<file path="src/hw/rtl/igm_pkg.sv">
// ----------------------------------------------------------------------------
// igm_pkg
// Shared types, codes and helper functions of the gradient map unit.
// ----------------------------------------------------------------------------
package igm_pkg;

  localparam int DATA_W      = 32;
  localparam int TDATA_W     = 136;
  localparam int DIV_STEPS   = 31;

  // Operation codes carried by the input request.
  localparam logic [1:0] OP_VERTEX  = 2'd0;
  localparam logic [1:0] OP_DERIV   = 2'd1;
  localparam logic [1:0] OP_COMPUTE = 2'd2;

  // Result status codes.
  localparam logic [1:0] ST_OK     = 2'd0;
  localparam logic [1:0] ST_NONPOS = 2'd1;
  localparam logic [1:0] ST_UNSUP  = 2'd2;

  // Configuration register indexes.
  localparam logic [1:0] CFG_ORDER  = 2'd0;
  localparam logic [1:0] CFG_VCOUNT = 2'd1;
  localparam logic [1:0] CFG_DIM    = 2'd2;

  typedef enum logic [4:0] {
    DP_NOP, DP_LOAD, DP_START, DP_RD_A, DP_RD_B, DP_XCOL, DP_JMUL, DP_JACC,
    DP_JFIN, DP_CSET, DP_PMUL, DP_PACC, DP_DMUL, DP_DACC, DP_DCHK, DP_DW,
    DP_DIVI, DP_DIVS, DP_DIVW, DP_GRD, DP_GRD2, DP_GMUL, DP_GACC, DP_OUT,
    DP_ERR
  } dp_op_t;

  typedef struct packed {
    logic       cap;
    dp_op_t     op;
    logic [3:0] node;
    logic [1:0] vaddr;
    logic       mid;
    logic [1:0] row;
    logic [1:0] col;
    logic [3:0] ent;
    logic [1:0] code;
    logic       last;
  } dp_cmd_t;

  typedef struct packed {
    logic det_nonpos;
  } dp_sts_t;

  typedef struct packed {
    logic [3:0] a;
    logic [3:0] b;
    logic [3:0] c;
    logic [3:0] d;
  } cof_src_t;

  // Cofactor (i,j) of a row-major 3x3 matrix is J[a]*J[b] - J[c]*J[d].
  function automatic cof_src_t cof_src(input logic [3:0] e);
    cof_src_t s;
    case (e)
      4'd0: s = '{4'd4, 4'd8, 4'd5, 4'd7};
      4'd1: s = '{4'd5, 4'd6, 4'd3, 4'd8};
      4'd2: s = '{4'd3, 4'd7, 4'd4, 4'd6};
      4'd3: s = '{4'd7, 4'd2, 4'd8, 4'd1};
      4'd4: s = '{4'd8, 4'd0, 4'd6, 4'd2};
      4'd5: s = '{4'd6, 4'd1, 4'd7, 4'd0};
      4'd6: s = '{4'd1, 4'd5, 4'd2, 4'd4};
      4'd7: s = '{4'd2, 4'd3, 4'd0, 4'd5};
      4'd8: s = '{4'd0, 4'd4, 4'd1, 4'd3};
      default: s = '{4'd0, 4'd0, 4'd0, 4'd0};
    endcase
    return s;
  endfunction

  // First and second vertex of an edge in canonical order.
  function automatic logic [1:0] edge_a(input logic [2:0] nv, input logic [2:0] e);
    logic [1:0] v;
    if (nv == 3'd4) begin
      case (e)
        3'd3, 3'd4: v = 2'd1;
        3'd5:       v = 2'd2;
        default:    v = 2'd0;
      endcase
    end else begin
      case (e)
        3'd1:    v = 2'd1;
        3'd2:    v = 2'd2;
        default: v = 2'd0;
      endcase
    end
    return v;
  endfunction

  function automatic logic [1:0] edge_b(input logic [2:0] nv, input logic [2:0] e);
    logic [1:0] v;
    if (nv == 3'd4) begin
      case (e)
        3'd1, 3'd3: v = 2'd2;
        3'd2, 3'd4, 3'd5: v = 2'd3;
        default: v = 2'd1;
      endcase
    end else begin
      case (e)
        3'd1:    v = 2'd2;
        3'd2:    v = 2'd0;
        default: v = 2'd1;
      endcase
    end
    return v;
  endfunction

  function automatic logic [3:0] node_count(input logic [1:0] order, input logic [2:0] nv);
    logic [3:0] n;
    if (order == 2'd1) begin
      n = {1'b0, nv};
    end else begin
      case (nv)
        3'd2:    n = 4'd3;
        3'd3:    n = 4'd6;
        default: n = 4'd10;
      endcase
    end
    return n;
  endfunction

  function automatic logic signed [31:0] sat32(input logic signed [63:0] v);
    logic signed [31:0] r;
    if (v > 64'sd2147483647) begin
      r = 32'sh7fffffff;
    end else if (v < -64'sd2147483648) begin
      r = 32'sh80000000;
    end else begin
      r = v[31:0];
    end
    return r;
  endfunction

endpackage

</file>
<file path="src/hw/rtl/igm_ctrl.sv">
// ----------------------------------------------------------------------------
// igm_ctrl
// Sequencer that walks nodes, cofactors, divisions and results.
// ----------------------------------------------------------------------------
module igm_ctrl #(
  parameter int MAX_NODES = 10
) (
  input  logic             clk,
  input  logic             rst_n,
  input  logic             in_tvalid,
  input  logic [1:0]       in_op,
  output logic             in_tready,
  output logic             out_tvalid,
  input  logic             out_tready,
  input  logic [1:0]       cfg_order,
  input  logic [2:0]       cfg_vcount,
  input  logic [1:0]       cfg_dim,
  input  igm_pkg::dp_sts_t sts,
  output igm_pkg::dp_cmd_t cmd
);

  typedef enum logic [4:0] {
    S_IDLE, S_LOAD, S_CHECK, S_RD_A, S_RD_B, S_XCOL, S_JMUL, S_JACC, S_JFIN,
    S_CSET, S_PMUL, S_PACC, S_DMUL, S_DACC, S_DCHK, S_DW, S_DIVI, S_DIVS,
    S_DIVW, S_GRD, S_GRD2, S_GMUL, S_GACC, S_OUT, S_ERR, S_EMIT
  } state_t;

  state_t     state_r;
  logic [3:0] k_r, e_r;
  logic [1:0] i_r, j_r;
  logic [4:0] s_r;
  logic       err_r;
  logic [1:0] err_code_r;

  logic [3:0] n_cnt;
  logic       mid, last_node, last_i, last_j, unsup;
  logic [2:0] edge_no;

  assign n_cnt     = igm_pkg::node_count(cfg_order, cfg_vcount);
  assign mid       = k_r >= {1'b0, cfg_vcount};
  assign edge_no   = 3'(k_r - {1'b0, cfg_vcount});
  assign last_node = k_r == (n_cnt - 4'd1);
  assign last_i    = i_r == (cfg_dim - 2'd1);
  assign last_j    = j_r == (cfg_dim - 2'd1);
  assign unsup     = (cfg_order != 2'd1 && cfg_order != 2'd2) || (cfg_vcount < 3'd2) ||
                     (cfg_vcount > 3'd4) || (cfg_dim == 2'd0) || (int'(n_cnt) > MAX_NODES);

  assign in_tready  = state_r == S_IDLE;
  assign out_tvalid = state_r == S_EMIT;

  always_ff @(posedge clk) begin
    if (!rst_n) begin
      state_r    <= S_IDLE;
      k_r        <= '0;
      e_r        <= '0;
      i_r        <= '0;
      j_r        <= '0;
      s_r        <= '0;
      err_r      <= 1'b0;
      err_code_r <= igm_pkg::ST_OK;
    end else begin
      case (state_r)
        S_IDLE: begin
          if (in_tvalid) begin
            if (in_op == igm_pkg::OP_VERTEX || in_op == igm_pkg::OP_DERIV) begin
              state_r <= S_LOAD;
            end else if (in_op == igm_pkg::OP_COMPUTE) begin
              state_r <= S_CHECK;
            end
          end
        end
        S_LOAD: state_r <= S_IDLE;
        S_CHECK: begin
          err_r <= 1'b0;
          k_r   <= '0;
          j_r   <= '0;
          if (unsup) begin
            err_code_r <= igm_pkg::ST_UNSUP;
            state_r    <= S_ERR;
          end else begin
            state_r <= S_RD_A;
          end
        end
        S_RD_A: state_r <= S_RD_B;
        S_RD_B: state_r <= S_XCOL;
        S_XCOL: begin
          j_r     <= '0;
          state_r <= S_JMUL;
        end
        S_JMUL: state_r <= S_JACC;
        S_JACC: begin
          if (last_j) begin
            j_r <= '0;
            if (last_node) begin
              state_r <= S_JFIN;
            end else begin
              k_r     <= k_r + 4'd1;
              state_r <= S_RD_A;
            end
          end else begin
            j_r     <= j_r + 2'd1;
            state_r <= S_JMUL;
          end
        end
        S_JFIN: begin
          if (cfg_dim == 2'd3) begin
            e_r     <= 4'd0;
            state_r <= S_PMUL;
          end else if (cfg_dim == 2'd2) begin
            e_r     <= 4'd8;
            state_r <= S_PMUL;
          end else begin
            state_r <= S_CSET;
          end
        end
        S_PMUL: state_r <= S_PACC;
        S_PACC: begin
          if (cfg_dim == 2'd2) begin
            state_r <= S_CSET;
          end else if (e_r == 4'd8) begin
            state_r <= S_DMUL;
          end else begin
            e_r     <= e_r + 4'd1;
            state_r <= S_PMUL;
          end
        end
        S_CSET: state_r <= S_DCHK;
        S_DMUL: state_r <= S_DACC;
        S_DACC: state_r <= S_DCHK;
        S_DCHK: begin
          if (sts.det_nonpos) begin
            err_code_r <= igm_pkg::ST_NONPOS;
            state_r    <= S_ERR;
          end else begin
            state_r <= S_DW;
          end
        end
        S_DW: begin
          i_r     <= '0;
          j_r     <= '0;
          state_r <= S_DIVI;
        end
        S_DIVI: begin
          s_r     <= '0;
          state_r <= S_DIVS;
        end
        S_DIVS: begin
          s_r <= s_r + 5'd1;
          if (s_r == 5'(igm_pkg::DIV_STEPS - 1)) begin
            state_r <= S_DIVW;
          end
        end
        S_DIVW: begin
          if (last_j) begin
            j_r <= '0;
            if (last_i) begin
              k_r     <= '0;
              state_r <= S_GRD;
            end else begin
              i_r     <= i_r + 2'd1;
              state_r <= S_DIVI;
            end
          end else begin
            j_r     <= j_r + 2'd1;
            state_r <= S_DIVI;
          end
        end
        S_GRD: state_r <= S_GRD2;
        S_GRD2: begin
          i_r     <= '0;
          state_r <= S_GMUL;
        end
        S_GMUL: state_r <= S_GACC;
        S_GACC: begin
          if (last_i) begin
            state_r <= S_OUT;
          end else begin
            i_r     <= i_r + 2'd1;
            state_r <= S_GMUL;
          end
        end
        S_OUT: state_r <= S_EMIT;
        S_ERR: begin
          err_r   <= 1'b1;
          state_r <= S_EMIT;
        end
        S_EMIT: begin
          if (out_tready) begin
            if (err_r || last_node) begin
              state_r <= S_IDLE;
            end else begin
              k_r     <= k_r + 4'd1;
              state_r <= S_GRD;
            end
          end
        end
        default: state_r <= S_IDLE;
      endcase
    end
  end

  always_comb begin
    cmd       = '0;
    cmd.op    = igm_pkg::DP_NOP;
    cmd.node  = k_r;
    cmd.mid   = mid;
    cmd.row   = i_r;
    cmd.col   = j_r;
    cmd.ent   = e_r;
    cmd.code  = err_code_r;
    cmd.last  = last_node;
    cmd.vaddr = k_r[1:0];
    case (state_r)
      S_IDLE:  cmd.cap = in_tvalid;
      S_LOAD:  cmd.op  = igm_pkg::DP_LOAD;
      S_CHECK: cmd.op  = igm_pkg::DP_START;
      S_RD_A: begin
        cmd.op = igm_pkg::DP_RD_A;
        if (mid) cmd.vaddr = igm_pkg::edge_a(cfg_vcount, edge_no);
      end
      S_RD_B: begin
        cmd.op = igm_pkg::DP_RD_B;
        if (mid) cmd.vaddr = igm_pkg::edge_b(cfg_vcount, edge_no);
      end
      S_XCOL:  cmd.op = igm_pkg::DP_XCOL;
      S_JMUL:  cmd.op = igm_pkg::DP_JMUL;
      S_JACC:  cmd.op = igm_pkg::DP_JACC;
      S_JFIN:  cmd.op = igm_pkg::DP_JFIN;
      S_CSET:  cmd.op = igm_pkg::DP_CSET;
      S_PMUL:  cmd.op = igm_pkg::DP_PMUL;
      S_PACC:  cmd.op = igm_pkg::DP_PACC;
      S_DMUL:  cmd.op = igm_pkg::DP_DMUL;
      S_DACC:  cmd.op = igm_pkg::DP_DACC;
      S_DCHK:  cmd.op = igm_pkg::DP_DCHK;
      S_DW:    cmd.op = igm_pkg::DP_DW;
      S_DIVI:  cmd.op = igm_pkg::DP_DIVI;
      S_DIVS:  cmd.op = igm_pkg::DP_DIVS;
      S_DIVW:  cmd.op = igm_pkg::DP_DIVW;
      S_GRD:   cmd.op = igm_pkg::DP_GRD;
      S_GRD2:  cmd.op = igm_pkg::DP_GRD2;
      S_GMUL:  cmd.op = igm_pkg::DP_GMUL;
      S_GACC:  cmd.op = igm_pkg::DP_GACC;
      S_OUT:   cmd.op = igm_pkg::DP_OUT;
      S_ERR:   cmd.op = igm_pkg::DP_ERR;
      default: cmd.op = igm_pkg::DP_NOP;
    endcase
  end

  a_no_overlap: assert property (@(posedge clk) disable iff (!rst_n)
    !(in_tready && out_tvalid))
    else $error("input accepted while a result is pending");

  a_compute_busy: assert property (@(posedge clk) disable iff (!rst_n)
    (in_tready && in_tvalid && in_op == igm_pkg::OP_COMPUTE) |=> !in_tready)
    else $error("compute request did not leave idle");

  a_div_bound: assert property (@(posedge clk) disable iff (!rst_n)
    (state_r == S_DIVS) |-> (s_r < 5'(igm_pkg::DIV_STEPS)))
    else $error("divider ran past its step count");

  a_node_bound: assert property (@(posedge clk) disable iff (!rst_n)
    (out_tvalid && !err_r) |-> (k_r < n_cnt))
    else $error("result node beyond node count");

endmodule

</file>
<file path="config.mk">
export PLATFORM = sky130hd
export DESIGN_NAME = igm_ctrl
export DESIGN_NICKNAME = d
export VERILOG_FILES = /design/src/hw/rtl/igm_pkg.sv /design/src/hw/rtl/igm_ctrl.sv
export SDC_FILE = /design/constraint.sdc
export NUM_CORES = 1
export LEC_CHECK = 0
export CAP_MARGIN = 20
export CORE_MARGIN = 1
export CORE_UTILIZATION = 58
export CTS_CLUSTER_SIZE = 30
export DETAILED_ROUTE_END_ITERATION = 12
export DONT_BUFFER_PORTS = 1
export PLACE_DENSITY = 0.78
export SKIP_LAST_GASP = 1
export SLEW_MARGIN = 20
export SYNTH_ARGS = -nofsm -noshare
export SYNTH_HDL_FRONTEND = slang
export SYNTH_SLANG_ARGS = --single-unit
</file>
<file path="constraint.sdc">
create_clock -name clk -period 3.1 [get_ports clk]
set_input_delay 0.31 -clock clk [delete_from_list [all_inputs] [get_ports clk]]
set_output_delay 0.31 -clock clk [all_outputs]
set_load 0.005 [all_outputs]
</file>
# Word level (Yosys, flattened, before mapping)

Cells that the tools add are included.

Mux-type cells: 53
Add/sub/neg operators: 8
$lt $le $gt $ge: 4
Bitwise gates (word level): 0
Shift-type cells: 0
$mul: 0
Reduce and logical (&&, ||, !) cells: 30
Divide/modulo/power cells: 0
Equal/unequal tests: 59

Operators with widths:

| operator                                             | number |
|---|---|
| case mux 5 bit (24 select lines)                     | 1 |
| case mux 5 bit (23 select lines)                     | 1 |
| equality test 5 bit (second input constant)          | 11 |
| 2-to-1 mux 5 bit                                     | 10 |
| 2-to-1 mux 4 bit                                     | 12 |
| equality test 5 x 4 -> 1 bit (second input constant) | 8 |
| case mux 2 bit (2 select lines)                      | 7 |
| 2-to-1 mux 2 bit                                     | 13 |
| != test 2 bit (second input constant)                | 12 |
| equality test 5 x 3 -> 1 bit (second input constant) | 4 |
| case mux 4 bit (2 select lines)                      | 2 |
| case mux 4 bit (4 select lines)                      | 1 |
| equality test 3 x 2 -> 1 bit (second input constant) | 4 |
| OR reduction 2 bit                                   | 6 |
| equality test 5 x 2 -> 1 bit (second input constant) | 2 |
| case mux 5 bit (2 select lines)                      | 1 |
| nonzero test 2 bit                                   | 5 |
| equality test 3 bit (second input constant)          | 3 |
| adder 4 x 1 -> 4 bit (second input constant)         | 2 |
| AND reduction 4 bit                                  | 2 |
| AND reduction 7 bit                                  | 1 |
| equality test 2 bit (second input constant)          | 3 |
| logical OR 1 bit                                     | 6 |
| 2-to-1 mux 3 bit                                     | 2 |
| 29 further kinds                                     | 35 |

Memories kept: 0
Input port bits: 14
Flip-flop bits (word level): 25
Output and inout bits: 26
Logic and storage cells: 162
ROM bits: 0
Latch bits: 0
Bits in writable memories: 0

# Longest topological paths before layout

Gate-level depths: netlist (run 1).

Depth after elaboration: 9
Depth in mapped cells: 12
Depth with buffers taken out: 11

# Least setup slack after synthesis (run 1)

Ideal clock, no wire load.

Path type: in2reg
Start point: input cfg_order[1]
End point: register k_r[3]
Setup time: 0.071 ns
Setup slack: 0.587 ns
Stages on the path: 12
Path buffers: 1
Arrival time: 2.442 ns
Data required time: 3.029 ns
Path through: inv_1 -> ha_1 -> nor4b_1 -> a21oi_1 -> ha_1 -> xnor2_1 -> nand4_1 -> a21oi_1 -> and3_1 -> clkbuf_1 -> or4_1 -> a21oi_1

Longest elaborated chain between the ends: 7
Elaborated cells between the ends (all ways): 8
Classes of those cells: 1 x add/sub; 4 x eq/ne; 1 x mux; 2 x reduce/logical

RTL lines:

| what                                   | line            | text |
|---|---|---|
| from (decl)                            | igm_ctrl.sv:15  | `input logic [1:0] cfg_order,` |
| equality test 2 x 1 -> 1 bit *         | igm_pkg.sv:114  | `if (order == 2'd1) begin` |
| 2-to-1 mux 4 bit *                     | igm_pkg.sv:114  |  |
| subtractor 4 x 1 -> 4 bit *            | igm_ctrl.sv:42  | `assign last_node = k_r == (n_cnt - 4'd1);` |
| equality test 4 bit *                  | igm_ctrl.sv:42  |  |
| logical OR 1 bit                       | igm_ctrl.sv:189 | `if (err_r \|\| last_node) begin` |
| != test 2 bit (no source line)         | -               |  |
| AND reduction 7 bit (no source line) * | -               |  |
| to (signal assigned)                   | igm_ctrl.sv:97  | `k_r <= k_r + 4'd1;` |
| to (signal assigned)                   | igm_ctrl.sv:192 | `k_r <= k_r + 4'd1;` |
| to (decl)                              | igm_ctrl.sv:29  | `logic [3:0] k_r, e_r;` |

Every way passes the cells marked *; elsewhere a longest branch is shown, timed or not.
A chain may end at the register's enable or synchronous reset.

==> impl_metrics.tcl, run 1 <==
set metrics [dict create \
    initialDrtViolationCount 182 \
    max-clock-path-buffers 2 \
    ys_types 65 \
    setup_violations 0 \
    r2r_start "state_r[4]" \
    setup.worst_path.class "flop to primary output" \
    holdBufCountCts 0 \
    p_sw_mw 0.460 \
    cp_num_buf_inv 1 \
    io_buffers 0 \
    netlist_area_sq_um 2290 \
    fmax_mhz 367 \
    worstHoldStart "rst_n" \
    cp.required_ns 2.79 \
    cts_resized 0 \
    htree_levels 1 \
    yosysSeqAreaShare_pct 21.8 \
    cts-root-buf "clkbuf_8" \
    setup_ws_ns 0.377 \
    stdcell_area_sq_um 2350 \
    clk_latency_ns 0.27 \
    first_global_vias 2041 \
    nFillCells 338 \
    synth.ff_latch_count 25 \
    die_h_microns 64.9 \
    postPlaceCellArea_sq_um 2300 \
    synthArstFlopShare_pct 0 \
    synth_edf_count 0 \
    synthTopCellsByArea "dfxtp_1 22%, ha_1 7.6%, a21oi_1 5.2%" \
    antenna_found_initial 0 \
    r2r_end "k_r[2]" \
    routed_wl_microns 5210 \
    reg2reg_slack_ns 0.69 \
    drc 0 \
    yosys.area_share.simple_pct 31.2 \
    core_area_sq_um 3720 \
    min_period_ns 2.72 \
    cts_setup_buffers 0 \
    synth_top_area_share_pct 21.8 \
    final_core_util_pct 63.2 \
    clockPowerShare_pct 17.9 \
    grt_start_max_net_pins 20 \
    synth_compound_area_share_pct 24.9 \
    outcome "complete, no violations" \
    end_kind "primary output" \
    start_util_pct 61.7 \
    synth_top_family_by_area "simple AND/OR/NAND/NOR gates" \
    setup_tns_ns 0 \
    nets 323 \
    period_share_pct 87.8 \
    crit_arrival_ns 2.41 \
    antenna_cells 0 \
    syn_avg_cell_area_sq_um 7.59 \
    finalPower_mw 1.09 \
    fp.dieW_microns 64.9 \
    cts_tree "yes" \
    drt_pass1_iterations 4 \
    syn-num-nets 331 \
    ir_worst_vdd_uv 291 \
    placement_rows 22 \
    synthFlopType "dfxtp_1" \
    dp_worst_setup_slack_ns 0.452 \
    dp_hpwl_microns 4020 \
    cp_slowest_cell "fa_1" \
    whs_path_depth 1 \
    pwr-share-comb_pct 43.8 \
    max_slew_margin_pct 50.2 \
    tightest_slew_ns 0.728 \
    synth_most_common_cell "nor2_1" \
    swShare_pct 42.3 \
    clk_pin_slew_ns 0.09 \
    synth_common_cells "29 x nor2_1, 25 x dfxtp_1, 24 x a21oi_1" \
    wl_per_cell_microns 15.3 \
    gr-total-overflow 0 \
    final-hold-violation-count 0 \
    cp_max_fo 10 \
    drive_gt1_share_pct 5.80 \
    seqPwrFrac_pct 38.4 \
    worstRegToRegCells 7 \
    boundaryPins 40 \
    synthCells 302 \
    p_int_mw 0.627 \
    power_density_nw_per_um2 462 \
    place.gp.congestion 0.898 \
    grt_first_pass_wirelength_microns 9000 \
    wl_met2_microns 2390 \
    dr_total_vias 2163 \
    clock_skew_ns 0.00285 \
    drv_cap 0 \
    synthMuxAreaShare_pct 0.436 \
    postRouteAntennaNets 0 \
    rsz0062_at_grt "false" \
    cts_sinks 25 \
    yosysWarnings 0 \
    synth_xor_area_share_pct 5.73 \
    maxSlewViolCount 0 \
    crit_chain "fa_1 > a21o_1 > a211oi_1 > inv_1 > o21ai_0 > a22oi_1 > o31ai_1" \
    worstHoldEndpoint "err_code_r[1]" \
    grt_use_total_pct 26.7 \
    hold_class "primary input to flop" \
    start_kind "flop" \
    yosysTopAreaCell "dfxtp_1" \
    area_growth_pct 2.40 \
    cts_made_buffers 3 \
    met3_wirelength_microns 373 \
    top_layer_used "met4" \
    avgViaCountPerCell 6.34 \
    dieArea_sq_um 4210 \
    p_leak_nw 0.867 \
    wl_met1_microns 2380 \
    cp_top_family "compound AO/OA/AOI/OAI gates" \
    synth_fa_ha_area_share_pct 8.51 \
    critPathMaxStageDelay_ns 0.49 \
]
## area by class of cell
class	count	area [sq um]	share of cell area, %
Inverter	19	71.3	3.04
Multi-Input combinational cell	239	1620	69.1
Sequential cell	25	500	21.3
Timing Repair Buffer	6	45.0	1.92
Tap cell	48	60.1	2.56
Clock inverter	1	7.51	0.320
Clock buffer	3	41.3	1.76
## layer usage
metal	track usage [%]	vias to the layer above
met2	42.8	67
met3	6.69	8
met5	0	-
met4	6.39	0
li1	-	1099
met1	35.4	989
## cells in the final DEF, fill, tap and decap left out, types with 3 or more instances in the layout
master     instances
a211oi_1           6
nor4_1             6
nor2b_1            5
ha_1              14
a2111oi_0          3
buf_4              6
nand4_1            9
and2_1             4
nand3_1            7
xor2_1             8
a21o_1             3
nand2b_1           8
o21ai_0           14
or3_1              3
clkbuf_8           3
a31oi_1            8
nor3_1             7
dfxtp_1           25
xnor2_1            7
or4b_1             3
a21oi_1           24
inv_1             18
nand3b_1           6
nor2_1            29
o31ai_1            5
nand2_1           16
## logic make-up (layout without fill, tap and decap cells)
group           count (synthesis)  count (layout)
simple gates                  122             122
fa+ha+maj                      15              15
buf+inv                        38              29
compound gates                 86              86
xor+xnor                       15              15
mux                             1               1
flops                          25              25
## power groups by stage
stage / registers [mW] / logic (mW) / clock network [mW]
3_5_place_dp: 0.421 / 0.472 / 0
6_report: 0.417 / 0.475 / 0.194
3_3_place_gp: 0.422 / 0.464 / 0
2_1_floorplan: 0.372 / 0.440 / 0
4_1_cts: 0.415 / 0.472 / 0.203
5_1_grt: 0.425 / 0.536 / 0.214
## through the flow
stage / cells / hold slack [ns]
2_1_floorplan: 302 / 0.443
3_3_place_gp: 337 / 0.446
3_5_place_dp: 337 / 0.450
4_1_cts: 341 / 0.159
5_1_grt: 341 / 0.157
6_report: 341 / 0.162
## registers in the layout, indices dropped and copies added, names as in the netlist
name	flops
err_code_r	2
j_r	2
k_r	4
state_r	5
i_r	2
e_r	4
s_r	5
err_r	1
## worst max path at each step
stage	end	slack (ns)	from	depth (start not counted)
finish	cmd[13]	0.38	k_r[1]	7
detailed placement	state_r[1]	0.45	cfg_order[1]	10
global placement	k_r[1]	0.56	cfg_order[1]	11
floorplan	k_r[3]	0.59	cfg_order[1]	12
CTS	cmd[13]	0.37	k_r[1]	7
global route	cmd[13]	0.13	k_r[0]	10
Power figures use the tool's default switching activity.
==> inputs of run 2 (changes only) <==
ABC_AREA = 1   (was unset)
==> impl_metrics.tcl, run 2 <==
set metrics [dict create \
    outcome "complete, no violations" \
    core_area_sq_um 4120 \
    synthCells 420 \
    start_kind "flop" \
    synth_edf_count 0 \
    routed_wl_microns 6260 \
    wl_per_cell_microns 13.4 \
    setup.worst_path.class "flop to primary output" \
    boundaryPins 40 \
    cts_tree "yes" \
    swShare_pct 51.6 \
    yosysWarnings 0 \
    dp_hpwl_microns 5090 \
    place.gp.congestion 0.980 \
    cts_made_buffers 3 \
    p_leak_nw 1.33 \
    dr_total_vias 2578 \
    stdcell_area_sq_um 2610 \
    finalPower_mw 1.46 \
    drt_pass1_iterations 5 \
    drc 0 \
    cp.required_ns 2.79 \
    rsz0062_at_grt "false" \
    clk_pin_slew_ns 0.09 \
    period_share_pct 90.9 \
    die_h_microns 68.3 \
    synthArstFlopShare_pct 0 \
    avgViaCountPerCell 5.53 \
    cts-root-buf "clkbuf_8" \
    final_cell_mix "106 x nand2_1, 69 x inv_1, 51 x nor2_1, 33 x nand3_1, 25 x dfxtp_1" \
    cts_sinks 25 \
    clockPowerShare_pct 14.1 \
    min_period_ns 2.82 \
    final-hold-violation-count 0 \
    placement_rows 23 \
    clk_latency_ns 0.28 \
    pwr-share-comb_pct 54.9 \
    initialDrtViolationCount 223 \
    cts_setup_buffers 0 \
    maxSlewViolCount 0 \
    grt_first_pass_wirelength_microns 10300 \
    holdBufCountCts 0 \
    seqPwrFrac_pct 31.0 \
    antenna_cells 0 \
    r2r_end "state_r[0]" \
    cp-startpoint "k_r[0]" \
    grt_use_total_pct 29.4 \
    nFillCells 393 \
    ys_types 41 \
    holdWs_ns 0.161 \
    end_kind "primary output" \
    gr-total-overflow 0 \
    r2r_start "state_r[0]" \
    max_slew_margin_pct 65.5 \
    tightest_slew_ns 0.515 \
    max-clock-path-buffers 2 \
    synthFlopType "dfxtp_1" \
    dieArea_sq_um 4660 \
    fp.dieW_microns 68.3 \
    htree_levels 1 \
    syn-num-nets 449 \
    netlist_area_sq_um 2550 \
    setup_tns_ns 0 \
    regArea_sq_um 500 \
    postPlaceCellArea_sq_um 2560 \
    synthTopCellsByArea "dfxtp_1 20%, nand2_1 16%, inv_1 10%" \
    cts_resized 0 \
    worstRegToRegCells 12 \
    worstHoldStart "rst_n" \
    antenna_found_initial 0 \
    drive_gt1_share_pct 11.3 \
    start_util_pct 61.9 \
    postRouteAntennaNets 0 \
    ir_worst_vdd_uv 282 \
    p_sw_mw 0.753 \
    setup_violations 0 \
    area_growth_pct 2.41 \
    synth_common_cells "106 x nand2_1, 69 x inv_1, 51 x nor2_1" \
    synth_top_area_share_pct 19.6 \
    cp_max_fo 7 \
    synth_most_common_cell "nand2_1" \
    reg2reg_slack_ns 1.18 \
    yosysSeqAreaShare_pct 19.6 \
    yosysTopAreaCell "dfxtp_1" \
    final_common_cell "nand2_1" \
    multi_input_area_sq_um 1690 \
    fmax_mhz 355 \
    clock_skew_ns 0.00118 \
    drv_cap 0 \
    crit_arrival_ns 2.51 \
    hold_class "primary input to flop" \
    first_global_vias 2239 \
    synth.ff_latch_count 25 \
    io_buffers 0 \
    crit_end "cmd[13]" \
    grt_start_max_net_pins 18 \
    power_density_nw_per_um2 559 \
    nets 446 \
    top_regs "s_r (5), state_r (5)" \
    p_int_mw 0.705 \
    syn_avg_cell_area_sq_um 6.07 \
]
[run 2: cell count changes after synthesis, sizes merged, moves of 6 or more]
cell / change
clkbuf: -7
nor2: +36
nand2: +98
inv: +61
o21ai: +7
nand2b: -8
xor2: -8
nand3: +27
nand3b: -6
[run 2: layout make-up]
cell class	count	share of cell area [%]
Clock inverter	1	0.288
Inverter	79	11.5
Timing Repair Buffer	1	0.288
Sequential cell	25	19.2
Clock buffer	3	1.58
Tap cell	50	2.40
Multi-Input combinational cell	307	64.8
[run 2: worst min path at each step]
| stage | depth (start not counted) | slack, ns | to |
|---|---|---|---|
| after global routing | 2 | 0.15 | state_r[3] |
| after CTS | 2 | 0.15 | state_r[3] |
| after floorplan | 1 | 0.42 | s_r[3] |
| after global placement | 1 | 0.43 | s_r[3] |
| final | 2 | 0.16 | state_r[3] |
| after detailed placement | 2 | 0.45 | state_r[3] |
[run 2: kinds of logic (layout without fill, tap and decap cells)]
logic type	count (synthesis)	count (layout)	share of synthesized area, %
xor+xnor	3	3	1.03
compound gates	59	59	14.7
simple gates	230	230	43.0
flops	25	25	19.6
fa+ha+maj	15	15	7.66
buf+inv	88	84	14.0
[run 2: power by group through the flow]
stage	combinational, mW	clock (mW)	sequential (mW)
2_1_floorplan	0.679	0	0.414
3_3_place_gp	0.771	0	0.460
3_5_place_dp	0.782	0	0.461
4_1_cts	0.788	0.211	0.453
5_1_grt	0.889	0.229	0.464
6_report	0.801	0.205	0.452
[run 2: layer usage]
metal | routed length (microns) | track usage, %
met1 | 3060 | 41.5
met2 | 2740 | 46.6
met3 | 345 | 3.50
met4 | 127 | 8.07
met5 | 0 | 0
[run 2: per-stage QoR]
stage / worst slack (ns) / utilization [%] / std cells
after floorplan: 0.909 / - / 420
after global placement: 0.730 / 62.2 / 462
after detailed placement: 0.607 / 62.2 / 462
after CTS: 0.286 / 63.4 / 466
after global routing: 0.0194 / 63.4 / 466
final: 0.282 / 63.4 / 466
[run 2: critical path: stages (launching register included)]
cell and delay [ns]:
dfxtp_1 0.40, inv_1 0.17, ha_1 0.17, inv_1 0.05
fa_1 0.38, inv_1 0.09, nand2_1 0.05, nand2_1 0.10
nand2_1 0.11, o21ai_0 0.29, nand2_1 0.08, o22ai_1 0.19
nand2_1 0.07, o21ai_0 0.10
==> inputs of run 3 (changes only) <==
==> constraint.sdc (replaced) <==
create_clock -name clk -period 2.7 [get_ports clk]
set_input_delay 0.405 -clock clk [delete_from_list [all_inputs] [get_ports clk]]
set_output_delay 0.405 -clock clk [all_outputs]
set_load 0.005 [all_outputs]
==> impl_metrics.tcl, run 3 (synthesis results as in run 2) <==
set metrics [dict create \
    outcome "complete, no violations" \
    grt_use_total_pct 27.6 \
    postRouteAntennaNets 0 \
    nets 449 \
    gr-total-overflow 0 \
    holdBufCountCts 0 \
    place.gp.congestion 1.01 \
    clock_skew_ns 0.00307 \
    rsz0062_at_grt "false" \
    initialDrtViolationCount 204 \
    nFillCells 397 \
    max-clock-path-buffers 2 \
    cts_made_buffers 3 \
    place_inst 463 \
    start_util_pct 61.9 \
    cts-root-buf "clkbuf_8" \
    top_regs "s_r (5), state_r (5)" \
    cp_max_fo 4 \
    htree_levels 1 \
    hold_class "primary input to flop" \
    holdWs_ns 0.245 \
    tightest_slew_ns 0.529 \
    crit_arrival_ns 2.09 \
    ir_worst_vdd_uv 289 \
    start_kind "flop" \
    antenna_found_initial 0 \
    cts_sinks 25 \
    area_growth_pct 3.68 \
    setup.worst_path.class "flop to primary output" \
    fp.dieW_microns 68.3 \
    setup_ws_ns 0.206 \
    p_leak_nw 1.35 \
    period_share_pct 92.4 \
    fmax_mhz 401 \
    setup_tns_ns 0 \
    stdcell_area_sq_um 2640 \
    instances_no_fill 469 \
    grt_first_pass_wirelength_microns 9590 \
    setup_violations 0 \
    dieArea_sq_um 4660 \
    routed_wl_microns 6300 \
    power_density_nw_per_um2 635 \
    placement_rows 23 \
    postPlaceCellArea_sq_um 2570 \
    first_global_vias 2131 \
    final-hold-violation-count 0 \
    antenna_cells 0 \
    dp_hpwl_microns 5140 \
    io_buffers 0 \
    final_common_cell "nand2_1" \
    drv_cap 0 \
    clk_latency_ns 0.27 \
    min_period_ns 2.49 \
    grt_start_max_net_pins 16 \
    drc 0 \
    dr_total_vias 2585 \
    boundaryPins 40 \
    end_kind "primary output" \
    core_area_sq_um 4120 \
    die_h_microns 68.3 \
    max_slew_margin_pct 64.6 \
    drt_pass1_iterations 7 \
    wl_per_cell_microns 13.4 \
    cp.required_ns 2.30 \
    avgViaCountPerCell 5.51 \
    drive_gt1_share_pct 12.9 \
    dp_worst_setup_slack_ns 0.272 \
    maxSlewViolCount 0 \
    final_cell_mix "105 x nand2_1, 68 x inv_1, 51 x nor2_1, 33 x nand3_1, 25 x dfxtp_1" \
    cts_tree "yes" \
    clk_pin_slew_ns 0.09 \
]
==> run 3: cell types whose count changed in the layout (fill, tap and decap cells not counted), sizes merged <==
| cell | delta |
|---|---|
| buf | +3 |
==> run 3: worst max-delay path, stage by stage (launching register included) <==
cell and delay (ns):
dfxtp_1 0.33, inv_2 0.07, ha_1 0.13, inv_1 0.04, fa_1 0.37, inv_1 0.08
nand2_1 0.05, nand2_1 0.10, nand2_2 0.09, o21ai_2 0.18, nand2_1 0.07, o22ai_1 0.16
nand2_1 0.08, o21ai_2 0.06
==> run 3: final cells by class <==
cell class                      instances  area (sq um)  share of cell area (%)
Sequential cell                        25           500                    18.9
Clock buffer                            3          41.3                    1.56
Timing Repair Buffer                    4          30.0                    1.14
Inverter                               79           299                    11.3
Multi-Input combinational cell        307          1700                    64.4
Tap cell                               50          62.6                    2.37
Clock inverter                          1          7.51                   0.284
==> run 3: per-layer routing <==
metal / share of wire [%] / up-vias / global-route usage [%]
met3: 7.7 / 12 / 4.83
met1: 48 / 1135 / 38.1
met2: 43 / 106 / 43.1
li1: - / 1332 / -
met4: 2.0 / 0 / 8.59
met5: 0 / - / 0
==> run 3: final timing paths <==
| check | end | from | cells after the start | slack (ns) |
|---|---|---|---|---|
| setup / recovery | cmd[13] | k_r[0] | 13 | 0.21 |
| hold / removal | state_r[3] | rst_n | 2 | 0.24 |
| setup reg to reg | state_r[0] | state_r[0] | 12 | 0.76 |
| hold reg to reg | s_r[3] | s_r[3] | 1 | 0.46 |
==> run 3: power by group <==
group	internal [mW]	total (mW)	switching [mW]	leakage, nW
combinational	0.288	0.919	0.632	1.13
clock	0.105	0.229	0.125	0.0217
sequential	0.421	0.530	0.108	0.202
total	0.814	1.68	0.865	1.35
==> run 3: timing repair <==
| item | CTS | global route |
|---|---|---|
| pin swaps | 0 | 1 |
| endpoints found under the setup margin | 1 | 2 |
| setup buffers | 0 | 2 |
| resized for setup | 1 | 5 |
==> run 3: through the flow <==
stage          utilization [%]  power [mW]
2_1_floorplan                -        1.26
3_3_place_gp              62.4        1.42
3_5_place_dp              62.4        1.43
4_1_cts                   63.6        1.66
5_1_grt                   64.2        1.80
6_report                  64.2        1.68
